File: src/rtl/rgbhsv_pkg.sv
// shared types and constants of the rgb to hsv converter
`default_nettype none
package rgbhsv_pkg;

   localparam int QUO_BITS  = 7;
   localparam int NUM_BITS  = 15;
   localparam int DSH_BITS  = 14;
   localparam int NUM_CELLS = QUO_BITS;

   localparam logic [1:0] SECT_NONE  = 2'd0;
   localparam logic [1:0] SECT_RED   = 2'd1;
   localparam logic [1:0] SECT_GREEN = 2'd2;
   localparam logic [1:0] SECT_BLUE  = 2'd3;

   typedef struct packed {
      logic [7:0] red;
      logic [7:0] green;
      logic [7:0] blue;
   } req_type;

   typedef struct packed {
      logic [8:0] hue;
      logic [6:0] saturation;
      logic [6:0] brightness;
   } rsp_type;

   typedef struct packed {
      logic                valid;
      logic [NUM_BITS-1:0] h_rem;
      logic [DSH_BITS-1:0] h_dsh;
      logic [QUO_BITS-1:0] h_quo;
      logic [NUM_BITS-1:0] s_rem;
      logic [DSH_BITS-1:0] s_dsh;
      logic [QUO_BITS-1:0] s_quo;
      logic                neg;
      logic [1:0]          sector;
      logic                hue_zero;
      logic                sat_zero;
      logic [7:0]          top;
   } cell_type;

endpackage
`default_nettype wire

File: src/rtl/rgbhsv_cell.sv
// one divider cell: one quotient bit of the hue and saturation divisions
`default_nettype none
module rgbhsv_cell import rgbhsv_pkg::*; (
   input  logic     clock,
   input  logic     reset,
   input  cell_type cell_d,
   output cell_type cell_q
);

   cell_type cell_ff, cell_in;
   logic     h_ge, s_ge;

   always_comb begin
      cell_in = cell_d;
      h_ge = cell_d.h_rem >= {1'b0, cell_d.h_dsh};
      s_ge = cell_d.s_rem >= {1'b0, cell_d.s_dsh};
      if (h_ge) begin
         cell_in.h_rem = cell_d.h_rem - {1'b0, cell_d.h_dsh};
      end
      if (s_ge) begin
         cell_in.s_rem = cell_d.s_rem - {1'b0, cell_d.s_dsh};
      end
      cell_in.h_quo = {cell_d.h_quo[QUO_BITS-2:0], h_ge};
      cell_in.s_quo = {cell_d.s_quo[QUO_BITS-2:0], s_ge};
      cell_in.h_dsh = cell_d.h_dsh >> 1;
      cell_in.s_dsh = cell_d.s_dsh >> 1;
   end

   always_ff @(posedge clock) begin
      if (reset) begin
         cell_ff.valid <= 1'b0;
      end else begin
         cell_ff <= cell_in;
      end
   end

   assign cell_q = cell_ff;

endmodule
`default_nettype wire

File: src/rtl/rgbhsv_front.sv
// input stage: extremes, sector, span and division operands
`default_nettype none
module rgbhsv_front import rgbhsv_pkg::*; (
   input  logic     clock,
   input  logic     reset,
   input  logic     start,
   input  req_type  req_data,
   output cell_type cell_q
);

   cell_type    cell_ff, cell_in;
   logic [7:0]  top, low, span;
   logic [1:0]  sector;
   logic [8:0]  diff;
   logic [7:0]  mag;

   always_comb begin
      top    = 8'd0;
      sector = SECT_NONE;
      if (req_data.red > top) begin
         top    = req_data.red;
         sector = SECT_RED;
      end
      if (req_data.green > top) begin
         top    = req_data.green;
         sector = SECT_GREEN;
      end
      if (req_data.blue > top) begin
         top    = req_data.blue;
         sector = SECT_BLUE;
      end
      low = req_data.red;
      if (req_data.green < low) low = req_data.green;
      if (req_data.blue < low) low = req_data.blue;
      span = top - low;
      case (sector)
         SECT_RED:   diff = {1'b0, req_data.green} - {1'b0, req_data.blue};
         SECT_GREEN: diff = {1'b0, req_data.blue} - {1'b0, req_data.red};
         SECT_BLUE:  diff = {1'b0, req_data.red} - {1'b0, req_data.green};
         default:    diff = 9'd0;
      endcase
      mag = diff[8] ? 8'(-diff) : diff[7:0];

      cell_in.valid    = start;
      cell_in.h_rem    = NUM_BITS'(mag) * NUM_BITS'(100);
      cell_in.h_dsh    = {span, 6'd0};
      cell_in.h_quo    = '0;
      cell_in.s_rem    = NUM_BITS'(span) * NUM_BITS'(100);
      cell_in.s_dsh    = {top, 6'd0};
      cell_in.s_quo    = '0;
      cell_in.neg      = diff[8];
      cell_in.sector   = sector;
      cell_in.hue_zero = span == 8'd0;
      cell_in.sat_zero = top == 8'd0;
      cell_in.top      = top;
   end

   always_ff @(posedge clock) begin
      if (reset) begin
         cell_ff.valid <= 1'b0;
      end else begin
         cell_ff <= cell_in;
      end
   end

   assign cell_q = cell_ff;

endmodule
`default_nettype wire

File: src/rtl/rgbhsv_back.sv
// output stage: sector offset, degree scaling and percent value
`default_nettype none
module rgbhsv_back import rgbhsv_pkg::*; (
   input  logic     clock,
   input  logic     reset,
   input  cell_type cell_d,
   output logic     rsp_valid,
   output rsp_type  rsp_data
);

   logic        valid_ff;
   rsp_type     data_ff, data_in;
   logic [9:0]  base, xval;
   logic [10:0] x3;
   logic [24:0] hprod;
   logic [29:0] vprod;

   always_comb begin
      case (cell_d.sector)
         SECT_GREEN: base = 10'd200;
         SECT_BLUE:  base = 10'd400;
         default:    base = (cell_d.neg && cell_d.h_quo != '0) ? 10'd600 : 10'd0;
      endcase
      if (cell_d.neg) begin
         xval = base - 10'(cell_d.h_quo);
      end else begin
         xval = base + 10'(cell_d.h_quo);
      end
      x3    = 11'(xval) + {xval, 1'b0};
      hprod = 25'(x3) * 25'd6554;
      vprod = 30'(cell_d.top) * 30'd3289700;
      data_in.hue        = cell_d.hue_zero ? 9'd0 : hprod[23:15];
      data_in.saturation = cell_d.sat_zero ? 7'd0 : cell_d.s_quo;
      data_in.brightness = vprod[29:23];
   end

   always_ff @(posedge clock) begin
      if (reset) begin
         valid_ff <= 1'b0;
      end else begin
         valid_ff <= cell_d.valid;
      end
   end

   always_ff @(posedge clock) begin
      data_ff <= data_in;
   end

   assign rsp_valid = valid_ff;
   assign rsp_data  = data_ff;

endmodule
`default_nettype wire

File: src/rtl/rgb_to_hsv_integer_converter_top.sv
// Converts one 8-bit red, green, blue sample per cycle to hue in degrees,
// saturation and value in percent. busy is always low: an item can be
// started in every cycle. Its result is strobed on rsp_data with rsp_valid
// for one cycle. The pipeline is an input stage, a chain of seven divider
// cells that each settle one quotient bit of the hue and saturation
// divisions, and an output stage. The receiver cannot stall, so it must
// take every result as it is strobed.
`default_nettype none
module rgb_to_hsv_integer_converter_top import rgbhsv_pkg::*; (
   input  logic    clock,
   input  logic    reset,
   input  logic    start,
   output logic    busy,
   input  req_type req_data,
   output logic    rsp_valid,
   output rsp_type rsp_data
);

   cell_type chain [NUM_CELLS+1];

   assign busy = 1'b0;

   rgbhsv_front u_front (
      .clock    (clock),
      .reset    (reset),
      .start    (start),
      .req_data (req_data),
      .cell_q   (chain[0])
   );

   for (genvar i = 0; i < NUM_CELLS; i++) begin : g_cell
      rgbhsv_cell u_cell (
         .clock  (clock),
         .reset  (reset),
         .cell_d (chain[i]),
         .cell_q (chain[i+1])
      );
   end

   rgbhsv_back u_back (
      .clock     (clock),
      .reset     (reset),
      .cell_d    (chain[NUM_CELLS]),
      .rsp_valid (rsp_valid),
      .rsp_data  (rsp_data)
   );

endmodule
`default_nettype wire

File: config.mk
export PLATFORM = sky130hd
export DESIGN_NAME = rgb_to_hsv_integer_converter_top
export DESIGN_NICKNAME = d
export VERILOG_FILES = /design/src/rtl/rgbhsv_pkg.sv /design/src/rtl/rgbhsv_cell.sv /design/src/rtl/rgbhsv_front.sv /design/src/rtl/rgbhsv_back.sv /design/src/rtl/rgb_to_hsv_integer_converter_top.sv
export SDC_FILE = /design/constraint.sdc
export NUM_CORES = 1
export LEC_CHECK = 0
export BUFFER_PORTS_ARGS = -buffer_cell sky130_fd_sc_hd__buf_2
export CAP_MARGIN = 40
export CORE_MARGIN = 4
export CORE_UTILIZATION = 50
export CTS_CLUSTER_SIZE = 14
export DETAILED_ROUTE_END_ITERATION = 12
export GPL_TIMING_DRIVEN = 1
export PLACE_DENSITY = 0.68
export SYNTH_ARGS = -nofsm -noshare
export SYNTH_HDL_FRONTEND = slang
export SYNTH_SLANG_ARGS = --single-unit
export TNS_END_PERCENT = 1
File: constraint.sdc
create_clock -name clock -period 29.6 [get_ports clock]
set_input_delay 7.4 -clock clock [delete_from_list [all_inputs] [get_ports clock]]
set_output_delay 7.4 -clock clock [all_outputs]
set_load 0.02 [all_outputs]
==> impl_metrics.env <==
export IMPL_syn_area_per_cell_sq_um=11.2
export IMPL_slew_headroom_pct=54.4
export IMPL_synth_cell_area_sq_um=26700
export IMPL_synth_edf_count=388
export IMPL_worst_slack_ns=14.29
export IMPL_worstSetupPathType="input port to register"
export IMPL_place_gp_congestion=0.927
export IMPL_yosys_warnings=0
export IMPL_worst_path_max_fanout=33
export IMPL_start_util_pct=50.7
export IMPL_dp_hpwl_um=38600
export IMPL_final_nets=2922
export IMPL_antenna_found_initial=0
export IMPL_die_h_um=239
export IMPL_regArea_sq_um=12300
export IMPL_dieArea_sq_um=57200
export IMPL_viasPerCell=5.32
export IMPL_io_pins=52
export IMPL_synthMuxAreaShare_pct=1.58
export IMPL_async_flop_share_pct=0
export IMPL_status="complete, no violations"
export IMPL_grt_pass1_vias=17600
export IMPL_first_iter_violations=739
export IMPL_grt_total_usage_pct=17.2
export IMPL_cp_slowest_stage_delay_ns=0.58
export IMPL_ant_nets=0
export IMPL_crit_slowest_cell="a31o_2"
export IMPL_vias=17000
export IMPL_synthDistinctLibCells=69
export IMPL_seq_area_frac_synth_pct=46.0
export IMPL_cts_buffers_inserted=47
export IMPL_cts_setup_buffers=0
export IMPL_fin_crit_sh_pct=51.7
export IMPL_ys_ff_latch=420
export IMPL_rrSetupSlack_ns=20.54
export IMPL_cts_sinks=420
export IMPL_dieWidth_um=239
export IMPL_core_area_sq_um=52800
export IMPL_tritoncts="yes"
export IMPL_synth_top_family_by_area="adder cells"
export IMPL_end_kind="register"
export IMPL_finalClockSkew_ns=0.0228
export IMPL_area_growth_syn_to_layout_pct=10.2
export IMPL_setup_tns_ns=0
export IMPL_max_cap_viol_count=0
export IMPL_ctsResizeCount=0
export IMPL_wirelength_um=48700
export IMPL_synth_simple_area_share_pct=9.52
export IMPL_synthesis_nets=2839
export IMPL_fillerInstances=4414
export IMPL_n_antenna_cell=0
export IMPL_synthXorXnorAreaFrac_pct=5.34
export IMPL_critical_path_most_common_cell="inv_1"
export IMPL_ctsHoldBuffers=0
export IMPL_worst_pin_slew_ns=0.682
export IMPL_overflow=0
export IMPL_arrival_ns=15.64
export IMPL_slew_violations=0
export IMPL_synth_top_flop_cell="edfxtp_1"
export IMPL_drc=0
export IMPL_fmax_mhz=65.3
export IMPL_synth_compound_area_share_pct=10.1
export IMPL_grt_max_degree=86
export IMPL_insertion_delay_ns=0.58
export IMPL_start_kind="input port"
export IMPL_required_ns=29.93
export IMPL_rsz0062_at_grt="false"
export IMPL_cts_root_buf="clkbuf_16"
export IMPL_drive_gt1_share_pct=6.63
export IMPL_syn_inst=2382
export IMPL_core_rowCount=84
export IMPL_wl_per_cell_um=15.3
export IMPL_io_buffers=50
export IMPL_clkTransAtPathRegs_ns=0.06
export IMPL_multi_input_comb_area_sq_um=13000
export IMPL_final_hold_violation_count=0
export IMPL_post_place_ws_ns=13.78
export IMPL_clk_path_buf_depth=3
export IMPL_fin_crit_ns=15.31
export IMPL_worst_hold_path_type="register to register"
export IMPL_synth_fa_ha_area_share_pct=22.1
export IMPL_cts_htree_levels=2
export IMPL_grt_pass1_wl_um=81500
export IMPL_setup_viol_count_final=0
export IMPL_drtPass1Iterations=5
-- Yosys cell counts, drive strengths merged (28+ instances only) --
cell    number  area [sq um]
fa          70          1400
a21oi      145           726
edfxtp     388         11700
inv        354          1330
nand2b      28           175
nor3        44           220
a21o        56           420
xor2        63           552
xnor2      100           876
nor2b       62           395
nor2       141           529
nand2      129           492
o21ai      102           510
dfxtp       32           641
ha         360          4500
-- cell type report --
type / instances / share of cell area (%)
timing repair buffer: 60 / 1.38
sequential: 420 / 41.7
clock buffer: 66 / 4.48
tap: 688 / 2.92
multi-input combinational: 1582 / 44.2
clock inverter: 22 / 0.782
inverter: 354 / 4.54
-- path summary, 6_finish.rpt --
| path | from | endpoint | depth (start not counted) |
|---|---|---|---|
| max | req_data[9] | u_front.cell_q[48] | 38 |
| max reg2reg | g_cell[6].u_cell.cell_q[49] | u_back.rsp_data[22] | 34 |
| min reg2reg | g_cell[2].u_cell.cell_q[9] | g_cell[3].u_cell.cell_q[9] | 0 |
| min | g_cell[2].u_cell.cell_q[9] | g_cell[3].u_cell.cell_q[9] | 0 |
-- critical path, delay by kind of cell --
kind            cells  cell delay (ns)
simple gates        4             1.06
fa+ha+maj           8             2.65
compound gates     16             3.35
xor+xnor            2             0.25
buf+inv             8             0.92
-- layout by cell type, fill, tap and decap left out, drive strengths merged, types with 15 or more instances in the layout --
cell / n
a21o: 56
nand2: 129
mux2i: 22
clkinv: 16
fa: 70
o21a: 24
nand4: 25
a21oi: 145
a21boi: 19
nor2b: 62
ha: 360
inv: 356
buf: 60
nor4: 22
mux2: 16
clkbuf: 66
nand2b: 28
xnor2: 100
edfxtp: 388
o31ai: 17
dfxtp: 32
xor2: 63
o21bai: 15
nand3: 18
nor2: 141
nor3: 44
o21ai: 102
-- metal layers --
layer / track usage, % / wire (um) / vias up
li1: - / - / 8551
met1: 19.1 / 19700 / 8096
met2: 33.7 / 26400 / 238
met3: 2.43 / 1300 / 96
met4: 5.51 / 1420 / 0
met5: 0 / 0 / -
-- cell families (layout without fill, tap and decap cells) --
| logic type | after synthesis | after routing |
|---|---|---|
| adder cells (fa/ha/maj) | 431 | 431 |
| AO/OA/AOI/OAI | 432 | 432 |
| flip-flops | 420 | 420 |
| other | 1 | 1 |
| AND/OR/NAND/NOR | 516 | 516 |
| multiplexers | 39 | 39 |
| XOR/XNOR | 163 | 163 |
| buffers and inverters | 380 | 502 |
-- sequential cells by signal (all words and copies together), names as in the netlist --
signal,flops
u_back.rsp_valid,1
u_front.cell_q,45
g_cell.u_cell.cell_q,351
u_back.rsp_data,23
-- stage by stage --
step / instance area [sq um] / hold slack [ns] / cells / util, %
3_5_place_dp: 27900 / 0.405 / 3104 / 52.9
5_1_grt: 29400 / 0.399 / 3192 / 55.8
2_1_floorplan: 26700 / 0.400 / 2382 / -
6_report: 29400 / 0.407 / 3192 / 55.8
4_1_cts: 29400 / 0.393 / 3192 / 55.8
3_3_place_gp: 27800 / 0.400 / 3099 / 52.7
Power is left out: the tool's default activity adds up to more than one toggle a clock period on the data nets, which glitch-free logic cannot reach.
